<file path="src/design/pbsc_pkg.sv">
`timescale 1ns / 1ps

package pbsc_pkg;

    localparam int TimerW = 16;
    localparam int KeyW   = 10;

    localparam logic [TimerW-1:0] TIMER_MAX   = '1;
    localparam logic [KeyW-1:0]   ALT_KEY     = 10'd102;

    // reset values of the configuration registers
    localparam logic [TimerW-1:0] LONG_PRESS_RST   = 16'd1000;
    localparam logic [TimerW-1:0] RESUME_IGN_RST   = 16'd500;
    localparam logic [TimerW-1:0] RETRY_INTV_RST   = 16'd2000;
    localparam logic [TimerW-1:0] ERROR_AFTER_RST  = 16'd30000;
    localparam logic [KeyW-1:0]   POWER_KEY_RST    = 10'd116;

    // configuration register indexes
    localparam logic [2:0] CFG_LONG_PRESS  = 3'd0;
    localparam logic [2:0] CFG_RESUME_IGN  = 3'd1;
    localparam logic [2:0] CFG_RETRY_INTV  = 3'd2;
    localparam logic [2:0] CFG_ERROR_AFTER = 3'd3;
    localparam logic [2:0] CFG_POWER_KEY   = 3'd4;

    // operations
    localparam logic [1:0] OP_TICK    = 2'd0;
    localparam logic [1:0] OP_KEY     = 2'd1;
    localparam logic [1:0] OP_OUTCOME = 2'd2;

    // key values
    localparam logic [1:0] KEY_RELEASE = 2'd0;
    localparam logic [1:0] KEY_PRESS   = 2'd1;

    // actions
    localparam logic [2:0] ACT_NONE     = 3'd0;
    localparam logic [2:0] ACT_SLEEP    = 3'd1;
    localparam logic [2:0] ACT_SHUTDOWN = 3'd2;
    localparam logic [2:0] ACT_FAKE_ON  = 3'd3;
    localparam logic [2:0] ACT_FAKE_OFF = 3'd4;
    localparam logic [2:0] ACT_ERROR    = 3'd5;

    // pending sleep request
    localparam logic [1:0] PEND_NONE  = 2'd0;
    localparam logic [1:0] PEND_SHORT = 2'd1;
    localparam logic [1:0] PEND_RETRY = 2'd2;

    typedef struct packed {
        logic [TimerW-1:0] long_press_ms;
        logic [TimerW-1:0] resume_ignore_ms;
        logic [TimerW-1:0] retry_interval_ms;
        logic [TimerW-1:0] error_after_ms;
        logic [KeyW-1:0]   pwr_key;
    } cfg_t;

    typedef struct packed {
        logic [1:0]      op;
        logic [KeyW-1:0] key_code;
        logic [1:0]      key_value;
        logic            sleep_ok;
    } item_t;

    typedef struct packed {
        logic [2:0] action;
        logic       in_fake_sleep;
    } result_t;

endpackage

</file>
<file path="src/design/power_button_sleep_controller.sv">
`timescale 1ns / 1ps
// a result beat passes from the input register through the core into the result register
// throughput: one input beat per cycle while the result register is not stalled by out_ready,
// set by the state update in the core between the input register and the result register
// reset: control state clears, configuration returns to its defaults,
// the retry timer starts at the default retry interval

module power_button_sleep_controller
    import pbsc_pkg::*;
(
    input  logic        clk,
    input  logic        rst_n,
    input  logic        in_valid,
    output logic        in_ready,
    input  logic [1:0]  op,
    input  logic [9:0]  key_code,
    input  logic [1:0]  key_value,
    input  logic        sleep_ok,
    output logic        out_valid,
    input  logic        out_ready,
    output logic [2:0]  action,
    output logic        in_fake_sleep,
    input  logic        cfg_valid,
    output logic        cfg_ready,
    input  logic [2:0]  cfg_index,
    input  logic [15:0] cfg_data
);

    cfg_t    cfg;
    item_t   item_reg;
    logic    item_valid_reg;
    result_t res;
    result_t res_reg;
    logic    out_valid_reg;
    logic    advance;

    assign advance   = item_valid_reg && (!out_valid_reg || out_ready);
    assign in_ready  = !item_valid_reg || advance;
    assign out_valid = out_valid_reg;
    assign action        = res_reg.action;
    assign in_fake_sleep = res_reg.in_fake_sleep;

    pbsc_cfg u_cfg (
        .clk       (clk),
        .rst_n     (rst_n),
        .cfg_valid (cfg_valid),
        .cfg_ready (cfg_ready),
        .cfg_index (cfg_index),
        .cfg_data  (cfg_data),
        .cfg       (cfg)
    );

    pbsc_core u_core (
        .clk   (clk),
        .rst_n (rst_n),
        .fire  (advance),
        .item  (item_reg),
        .cfg   (cfg),
        .res   (res)
    );

    // input stage
    always_ff @(posedge clk or negedge rst_n)
    begin
        if (!rst_n)
            item_valid_reg <= 1'b0;
        else if (in_valid && in_ready)
            item_valid_reg <= 1'b1;
        else if (advance)
            item_valid_reg <= 1'b0;
    end

    always_ff @(posedge clk)
    begin
        if (in_valid && in_ready)
        begin
            item_reg.op        <= op;
            item_reg.key_code  <= key_code;
            item_reg.key_value <= key_value;
            item_reg.sleep_ok  <= sleep_ok;
        end
    end

    // result stage
    always_ff @(posedge clk or negedge rst_n)
    begin
        if (!rst_n)
            out_valid_reg <= 1'b0;
        else if (advance)
            out_valid_reg <= 1'b1;
        else if (out_ready)
            out_valid_reg <= 1'b0;
    end

    always_ff @(posedge clk)
    begin
        if (advance)
            res_reg <= res;
    end

endmodule

</file>
<file path="src/design/pbsc_cfg.sv">
`timescale 1ns / 1ps

module pbsc_cfg
    import pbsc_pkg::*;
(
    input  logic        clk,
    input  logic        rst_n,
    input  logic        cfg_valid,
    output logic        cfg_ready,
    input  logic [2:0]  cfg_index,
    input  logic [15:0] cfg_data,
    output cfg_t        cfg
);

    cfg_t cfg_reg;

    assign cfg_ready = 1'b1;
    assign cfg       = cfg_reg;

    always_ff @(posedge clk or negedge rst_n)
    begin
        if (!rst_n)
        begin
            cfg_reg.long_press_ms     <= LONG_PRESS_RST;
            cfg_reg.resume_ignore_ms  <= RESUME_IGN_RST;
            cfg_reg.retry_interval_ms <= RETRY_INTV_RST;
            cfg_reg.error_after_ms    <= ERROR_AFTER_RST;
            cfg_reg.pwr_key           <= POWER_KEY_RST;
        end
        else if (cfg_valid && cfg_ready)
        begin
            unique case (cfg_index)
                CFG_LONG_PRESS:  cfg_reg.long_press_ms     <= cfg_data;
                CFG_RESUME_IGN:  cfg_reg.resume_ignore_ms  <= cfg_data;
                CFG_RETRY_INTV:  cfg_reg.retry_interval_ms <= cfg_data;
                CFG_ERROR_AFTER: cfg_reg.error_after_ms    <= cfg_data;
                CFG_POWER_KEY:   cfg_reg.pwr_key           <= cfg_data[KeyW-1:0];
                default:         ;
            endcase
        end
    end

endmodule

</file>
<file path="src/design/pbsc_core.sv">
`timescale 1ns / 1ps

module pbsc_core
    import pbsc_pkg::*;
(
    input  logic    clk,
    input  logic    rst_n,
    input  logic    fire,
    input  item_t   item,
    input  cfg_t    cfg,
    output result_t res
);

    logic              button_down_reg, button_down_next;
    logic              long_handled_reg, long_handled_next;
    logic              press_valid_reg, press_valid_next;
    logic [TimerW-1:0] press_timer_reg, press_timer_next;
    logic [TimerW-1:0] ignore_timer_reg, ignore_timer_next;
    logic              fake_sleep_reg, fake_sleep_next;
    logic [TimerW-1:0] retry_timer_reg, retry_timer_next;
    logic [TimerW-1:0] fake_timer_reg, fake_timer_next;
    logic              error_shown_reg, error_shown_next;
    logic [1:0]        pending_reg, pending_next;
    logic [2:0]        act;
    logic              key_match;

    function automatic logic [TimerW-1:0] sat_inc(input logic [TimerW-1:0] v);
        return (v == TIMER_MAX) ? v : v + 16'd1;
    endfunction

    assign key_match = (item.key_code == cfg.pwr_key) || (item.key_code == ALT_KEY);

    always_comb
    begin
        button_down_next  = button_down_reg;
        long_handled_next = long_handled_reg;
        press_valid_next  = press_valid_reg;
        press_timer_next  = press_timer_reg;
        ignore_timer_next = ignore_timer_reg;
        fake_sleep_next   = fake_sleep_reg;
        retry_timer_next  = retry_timer_reg;
        fake_timer_next   = fake_timer_reg;
        error_shown_next  = error_shown_reg;
        pending_next      = pending_reg;
        act               = ACT_NONE;

        unique case (item.op)
            OP_TICK:
            begin
                if (press_valid_reg)
                    press_timer_next = sat_inc(press_timer_reg);
                if (ignore_timer_reg != '0)
                    ignore_timer_next = ignore_timer_reg - 16'd1;
                retry_timer_next = sat_inc(retry_timer_reg);
                if (fake_sleep_reg)
                    fake_timer_next = sat_inc(fake_timer_reg);
                if (button_down_reg && !long_handled_reg && press_valid_reg &&
                    press_timer_next >= cfg.long_press_ms)
                begin
                    long_handled_next = 1'b1;
                    button_down_next  = 1'b0;
                    act               = ACT_SHUTDOWN;
                end
                else if (fake_sleep_reg && pending_reg == PEND_NONE &&
                         retry_timer_next >= cfg.retry_interval_ms)
                begin
                    retry_timer_next = '0;
                    pending_next     = PEND_RETRY;
                    act              = ACT_SLEEP;
                end
            end
            OP_KEY:
            begin
                if (key_match && pending_reg == PEND_NONE)
                begin
                    if (ignore_timer_reg != '0)
                    begin
                        if (item.key_value == KEY_RELEASE)
                        begin
                            button_down_next  = 1'b0;
                            long_handled_next = 1'b0;
                            press_valid_next  = 1'b0;
                        end
                    end
                    else
                    begin
                        case (item.key_value)
                            KEY_PRESS:
                            begin
                                if (fake_sleep_reg)
                                begin
                                    fake_sleep_next   = 1'b0;
                                    button_down_next  = 1'b0;
                                    long_handled_next = 1'b0;
                                    press_valid_next  = 1'b0;
                                    act               = ACT_FAKE_OFF;
                                end
                                else
                                begin
                                    button_down_next  = 1'b1;
                                    long_handled_next = 1'b0;
                                    press_valid_next  = 1'b1;
                                    press_timer_next  = '0;
                                end
                            end
                            KEY_RELEASE:
                            begin
                                if (press_valid_reg)
                                begin
                                    if (!long_handled_reg &&
                                        press_timer_reg < cfg.long_press_ms)
                                    begin
                                        pending_next = PEND_SHORT;
                                        act          = ACT_SLEEP;
                                    end
                                    button_down_next  = 1'b0;
                                    long_handled_next = 1'b0;
                                    press_valid_next  = 1'b0;
                                end
                            end
                            default: ;
                        endcase
                        if (act == ACT_NONE && button_down_next && !long_handled_next &&
                            press_valid_next && press_timer_next >= cfg.long_press_ms)
                        begin
                            long_handled_next = 1'b1;
                            button_down_next  = 1'b0;
                            act               = ACT_SHUTDOWN;
                        end
                    end
                end
            end
            OP_OUTCOME:
            begin
                if (pending_reg == PEND_SHORT)
                begin
                    if (item.sleep_ok)
                        ignore_timer_next = cfg.resume_ignore_ms;
                    else
                    begin
                        fake_sleep_next = 1'b1;
                        fake_timer_next = '0;
                        act             = ACT_FAKE_ON;
                    end
                end
                else if (pending_reg == PEND_RETRY)
                begin
                    if (item.sleep_ok)
                    begin
                        error_shown_next = 1'b0;
                        fake_sleep_next  = 1'b0;
                        act              = ACT_FAKE_OFF;
                    end
                    else if (fake_timer_reg >= cfg.error_after_ms && !error_shown_reg)
                    begin
                        error_shown_next = 1'b1;
                        act              = ACT_ERROR;
                    end
                end
                pending_next = PEND_NONE;
            end
            default: ;
        endcase
    end

    assign res.action        = act;
    assign res.in_fake_sleep = fake_sleep_next;

    always_ff @(posedge clk or negedge rst_n)
    begin
        if (!rst_n)
        begin
            button_down_reg  <= 1'b0;
            long_handled_reg <= 1'b0;
            press_valid_reg  <= 1'b0;
            press_timer_reg  <= '0;
            ignore_timer_reg <= '0;
            fake_sleep_reg   <= 1'b0;
            retry_timer_reg  <= RETRY_INTV_RST;
            fake_timer_reg   <= '0;
            error_shown_reg  <= 1'b0;
            pending_reg      <= PEND_NONE;
        end
        else if (fire)
        begin
            button_down_reg  <= button_down_next;
            long_handled_reg <= long_handled_next;
            press_valid_reg  <= press_valid_next;
            press_timer_reg  <= press_timer_next;
            ignore_timer_reg <= ignore_timer_next;
            fake_sleep_reg   <= fake_sleep_next;
            retry_timer_reg  <= retry_timer_next;
            fake_timer_reg   <= fake_timer_next;
            error_shown_reg  <= error_shown_next;
            pending_reg      <= pending_next;
        end
    end

    // an outcome always closes the pending request
    assert property (@(posedge clk) disable iff (!rst_n)
        fire && item.op == OP_OUTCOME |=> pending_reg == PEND_NONE)
        else $error("pending request survived an outcome");

    assert property (@(posedge clk) disable iff (!rst_n)
        fire && res.action == ACT_FAKE_ON |-> res.in_fake_sleep)
        else $error("fake sleep on without fake sleep flag");

    assert property (@(posedge clk) disable iff (!rst_n)
        fire && res.action == ACT_FAKE_OFF |-> !res.in_fake_sleep)
        else $error("fake sleep off with fake sleep flag");

    // shutdown marks the press as handled
    assert property (@(posedge clk) disable iff (!rst_n)
        fire && res.action == ACT_SHUTDOWN |=> long_handled_reg && !button_down_reg)
        else $error("shutdown left press state open");

    // a sleep request always leaves something pending
    assert property (@(posedge clk) disable iff (!rst_n)
        fire && res.action == ACT_SLEEP |=> pending_reg != PEND_NONE)
        else $error("sleep request without pending state");

endmodule
</file>
<file path="config.mk">
export PLATFORM = sky130hd
export DESIGN_NAME = power_button_sleep_controller
export DESIGN_NICKNAME = d
export VERILOG_FILES = /design/src/design/pbsc_pkg.sv /design/src/design/power_button_sleep_controller.sv /design/src/design/pbsc_cfg.sv /design/src/design/pbsc_core.sv
export SDC_FILE = /design/constraint.sdc
export NUM_CORES = 1
export LEC_CHECK = 0
export BUFFER_PORTS_ARGS = -buffer_cell sky130_fd_sc_hd__buf_4
export CELL_PAD_IN_SITES_DETAIL_PLACEMENT = 0
export CELL_PAD_IN_SITES_GLOBAL_PLACEMENT = 1
export CORE_MARGIN = 2
export CORE_UTILIZATION = 50
export DETAILED_ROUTE_END_ITERATION = 8
export PLACE_DENSITY = 0.88
export SYNTH_ARGS = -nofsm -noshare
export SYNTH_HDL_FRONTEND = slang
export SYNTH_HIERARCHICAL = 1
export SYNTH_SLANG_ARGS = --single-unit
</file>
<file path="constraint.sdc">
create_clock -name clk -period 4.8 [get_ports clk]
set_clock_uncertainty 0.1 [all_clocks]
set_input_delay 0.72 -clock clk [delete_from_list [all_inputs] [get_ports clk]]
set_output_delay 0.72 -clock clk [all_outputs]
set_load 0.01 [all_outputs]
</file>
# After elaboration in Yosys (flattened, before gate mapping)
# Cells that the tools add are included.
# classes
bitwise	1
muxes	90
order_cmp	5
eq_ne	30
mul	0
n_div	0
shifts	0
n_addsub	4
n_reduce_logical	47
# op_table
op	n
16-bit two-way mux	20
16-bit one-hot mux with 2 select lines	3
16-bit >= comparator	4
16-bit by 1-bit adder with 16-bit output, second input constant	3
16-bit equality test, second input constant	3
3-bit two-way mux	13
1-bit two-way mux	37
2-bit by 1-bit != test with 1-bit output, second input constant	9
16-bit < comparator	1
2-bit two-way mux	8
16-bit nonzero test	1
16-bit by 1-bit subtractor with 16-bit output, second input constant	1
5-bit AND reduction	3
1-bit logical AND	14
2-bit != test, second input constant	6
1-bit one-hot mux with 2 select lines	6
2-bit AND reduction	6
10-bit equality test	1
10-bit by 7-bit equality test with 1-bit output, second input constant	1
2-bit nonzero test	5
3-bit one-hot mux with 3 select lines	1
9-bit AND reduction	1
4-bit AND reduction	2
2-bit by 1-bit equality test with 1-bit output, second input constant	3
14 further kinds	25
# totals
n_memories	0
ramBits	0
out_inout_bits	7
register_bits	166
input_bits	39
latchBits	0
mem_bits_ro	0
wordCells	200

# Depth between registers and ports, before layout
# depth
depth_word	17
mapped_depth	17
mapped_depth_nobuf	15

# By module
# The synthesis kept the hierarchy.
# modules_own_cells
mod	area_each_um2	n_inst	cells_per_inst	seq_area_each_um2
pbsc_core	6667.6	1	822	1784.2
pbsc_cfg	2882.8	1	162	1888.1
power_button_sleep_controller	674.4	1	27	620.6

# Worst setup path after synthesis
# No wires, ideal clock.
# synth_timing
kind	register -> register
start	register u_core.retry_timer_reg[4]
end	register u_core.retry_timer_reg[0]
setup_ps	121
t_arrival_ps	3668
synth_period_minus_slack_ps	3889
path_stages_with_launch	18
setup_slack_ps	911
n_path_buf	2
required_time_ps	4579
cell_sequence	dfstp_2 > and4_4 > and4_4 > nand4_4 > or3_1 > buf_6 > and3_1 > xnor2_1 > inv_1 > ha_1 > o211ai_1 > nor3_1 > a211oi_1 > o31a_1 > nor3_2 > buf_2 > o21bai_1 > a22o_1
# synth_between
elab_chain_cells	6
word_cells_on_any_way	7
cone_classes	1 x add/sub; 1 x order compare; 1 x eq/ne; 3 x mux; 1 x reduce/logical
# synth_lines
item	line_no	rtl
from (decl)	pbsc_core.sv:20	logic [TimerW-1:0] retry_timer_reg, retry_timer_next;
from (signal assigned)	pbsc_core.sv:192	retry_timer_reg <= retry_timer_next;
16-bit by 1-bit adder with 16-bit output or 16-bit equality test (tied branches)	pbsc_core.sv:28	return (v == TIMER_MAX) ? v : v + 16'd1;
16-bit two-way mux *	pbsc_core.sv:28	
16-bit >= comparator	pbsc_core.sv:65	retry_timer_next >= cfg.retry_interval_ms)
1-bit logical AND	pbsc_core.sv:64	else if (fake_sleep_reg && pending_reg == PEND_NONE &&
16-bit two-way mux	pbsc_core.sv:64	
16-bit two-way mux *	pbsc_core.sv:57	if (button_down_reg && !long_handled_reg && press_valid_reg &&
# Mark *: on every way between the ends. The rest lies on a longest branch, timed or not.
# A chain may end at the register's enable or synchronous reset.

# Final worst setup path
# layout_timing
start	register u_core.retry_timer_reg[4]
end	register u_core.retry_timer_reg[3]
# The elaborated chain is that of the path after synthesis.

==> results.py <==
metrics = {
    "finish": {
        "final-instance-count-excl-fill": 1328,
        "layout-drive-gt1-share": 0.205,
        "syn2layout_area_growth_pct": 11.4,
        "multiInputGateArea_um2": 5450,
        "ff_latch_area_um2": 4290,
        "n_antenna_cell": 0,
        "largest_reg_flops": 74,
        "n_fill_cell": 1769,
        "nets": 1171,
    },
    "synthesis": {
        "syn_nets": 1137,
        "synthXorXnorAreaFrac": 0.0385,
        "syn_inst": 1011,
        "yosys-top-cells-count": "112 x dfrtp_1, 87 x ha_1, 75 x mux2_2",
        "ys_ff_latch": 166,
        "synthArstFlopShare": 0.886,
        "syn_area_um2": 10200,
        "yosys.area_share.simple": 0.159,
        "synthDistinctLibCells": 78,
        "yosysMostFrequentCell": "dfrtp_1",
        "ys_seq_area_frac": 0.420,
        "ys.warnings.count": 6,
        "synth_top_flop_cell": "dfrtp_1",
        "synthMuxAreaShare": 0.0855,
        "synth_area_leader_cell": "dfrtp_1",
        "synth_top_area_share": 0.274,
        "synth-compound-area-share": 0.143,
        "synthTopCellsByArea": "dfrtp_1 27%, ha_1 11%, dfstp_2 9.0%, mux2_2 8.3%, edfxtp_1 5.6%",
        "syn_avg_cell_area_um2": 10.1,
        "synth-adder-area-share": 0.106,
        "synth_top_family_by_area": "simple AND/OR/NAND/NOR gates",
        "synth_enable_flop_cells": 19,
    },
    "global_routing": {
        "antenna_found_initial": 0,
        "grt_pass1_vias": 7409,
        "grt_usage": 0.229,
        "grt_max_degree": 94,
        "grt_pass1_wl_mm": 39.0,
        "grt-ovfl-total": 0,
    },
    "sta": {
        "worst_hold_slack_ps": 262,
        "tns_ps": 0,
        "relSlewSlack": 0.239,
        "period_minus_slack_ps": 4420,
        "hold_violations": 0,
        "finalSetupViolCount": 0,
        "finalCritPeriodShare": 0.920,
        "rsz0062_at_grt": "false",
        "maxSlewViolCount": 0,
        "tightest_slew_ps": 1140,
        "fmax_mhz": 226,
    },
    "die": {
        "fp.coreArea_um2": 20200,
        "io_pins": 46,
        "die_w_um": 147,
        "initial_core_util": 0.507,
        "row_count": 52,
        "die_y_um": 147,
        "die_area_um2": 21600,
    },
    "placement": {
        "placedCellCount": 1296,
        "io_buffers": 44,
        "post-dp-hpwl_mm": 17.0,
        "gp_congestion": 0.870,
    },
    "outcome": {
        "outcome": "complete, no violations",
    },
    "clock_tree": {
        "htree_num_levels": 4,
        "cts-resized-gates": 0,
        "clk_pin_slew_ps": 60,
        "numCtsBuffers": 17,
        "cts_sinks": 166,
        "cts_tree": "yes",
        "cts_hold_buf": 0,
        "post_cts_buffers": 0,
        "ctsRootBufferMaster": "clkbuf_16",
        "cts_buffer_depth": 2,
        "clock_latency_ps": 430,
    },
    "critical_path": {
        "required_ps": 5040,
        "start_kind": "flip-flop",
        "arrival_ps": 4660,
        "cp_max_fo": 16,
        "crit_type": "flip-flop to flip-flop",
        "endpoint_kind": "flip-flop",
    },
    "drt": {
        "first_pass_iters": 5,
        "antenna_left": 0,
        "wirelength_mm": 23.7,
        "wl_per_cell_um": 17.8,
        "via_per_inst": 5.80,
        "drt_iter0_markers": 541,
        "drc": 0,
        "vias": 7699,
    },
    "power": {
        "leakage_nw": 5.09,
        "vdd_drop_max_mv": 0.276,
        "power_density_nw_per_um2": 380,
        "power_mw": 4.33,
    },
    "job": {
        "drv_cap": 0,
    },
    "min_path": {
        "min_path_type": "primary input to async pin",
    },
}
power breakdown:
part           internal [mW]  leakage (nW)  switching, mW  total (mW)
clock network          0.878         0.309          0.575        1.45
logic                  0.437          2.81          0.511       0.947
registers               1.71          1.98          0.213        1.93
critical path: stages, from the launching register on:
cell	delay, ps
dfstp_2	580
and4_4	250
and4_4	250
nand4_4	120
or3_1	500
nand4_1	220
xnor2_1	160
ha_1	280
a2111oi_0	320
o21ai_0	170
a211oi_1	260
o31a_1	240
nor3_2	70
buf_4	210
or4_1	500
o21ai_0	90
placed cells by master (no fill, tap or decap), types with 8 or more instances in the layout:
master     count
dfrtp_1      112
ha_1          87
mux2_2        75
nor2_1        71
o21ai_0       70
inv_1         68
nand2_1       68
buf_4         56
a21oi_1       46
dfstp_2       35
nand3_1       32
xnor2_1       30
nor2b_1       21
edfxtp_1      19
nand4_1       19
clkbuf_16     18
nor3_1        18
xor2_1        15
a31oi_1       13
o31ai_1       11
nand2b_1       9
a22o_1         9
a2111oi_0      8
and3_1         8
a211oi_1       8
a21o_1         8
per-layer routing:
| metal | share of wire | global-route usage | wire (um) | vias to the layer above |
|---|---|---|---|---|
| met5 | 0 | 0 | 0 | - |
| met4 | 0.016 | 0.0668 | 390 | 0 |
| met3 | 0.052 | 0.0509 | 1240 | 24 |
| met2 | 0.46 | 0.363 | 10900 | 166 |
| met1 | 0.47 | 0.318 | 11100 | 3754 |
| li1 | - | - | - | 3755 |
stage by stage:
step	setup WS [ps]	cell area [um^2]	utilization
2_1_floorplan	911	10200	-
3_3_place_gp	599	10800	0.534
3_5_place_dp	400	10800	0.534
4_1_cts	379	11400	0.565
5_1_grt	56.3	11400	0.565
6_report	382	11400	0.565
worst paths after layout:
path,start,to,slack (ps),depth (start not counted)
setup / recovery,u_core/retry_timer_reg[4]$_DFFE_PN1P_,u_core/retry_timer_reg[3]$_DFFE_PN0P_,380,15
min in group clk,key_code[4],item_reg[7]$_DFFE_PP_,360,1
hold / removal,rst_n,u_core/fake_timer_reg[11]$_DFFE_PN0P_,260,1
hold reg to reg,u_cfg/cfg[13]$_DFFE_PN0P_,u_cfg/cfg[13]$_DFFE_PN0P_,410,1
max in group asynchronous,rst_n,u_cfg/cfg[48]$_DFFE_PN1P_,3390,2
setup reg to reg,u_core/retry_timer_reg[4]$_DFFE_PN1P_,u_core/retry_timer_reg[3]$_DFFE_PN0P_,380,15
cell type report:
type	instances	area share
multi-input combinational	735	0.478
sequential	166	0.377
clock buffer	21	0.0423
timing repair buffer	57	0.0379
tap	270	0.0297
inverter	68	0.0224
clock inverter	11	0.0126
cells by family (layout without fill, tap and decap cells):
group	count (synthesis)	after routing
flip-flops	166	166
multiplexers	78	78
adder cells (fa/ha/maj)	87	87
AND/OR/NAND/NOR	299	299
other	1	1
XOR/XNOR	45	45
buffers and inverters	110	157
AO/OA/AOI/OAI	225	225
No activity file was read; power rests on OpenSTA's default activity.
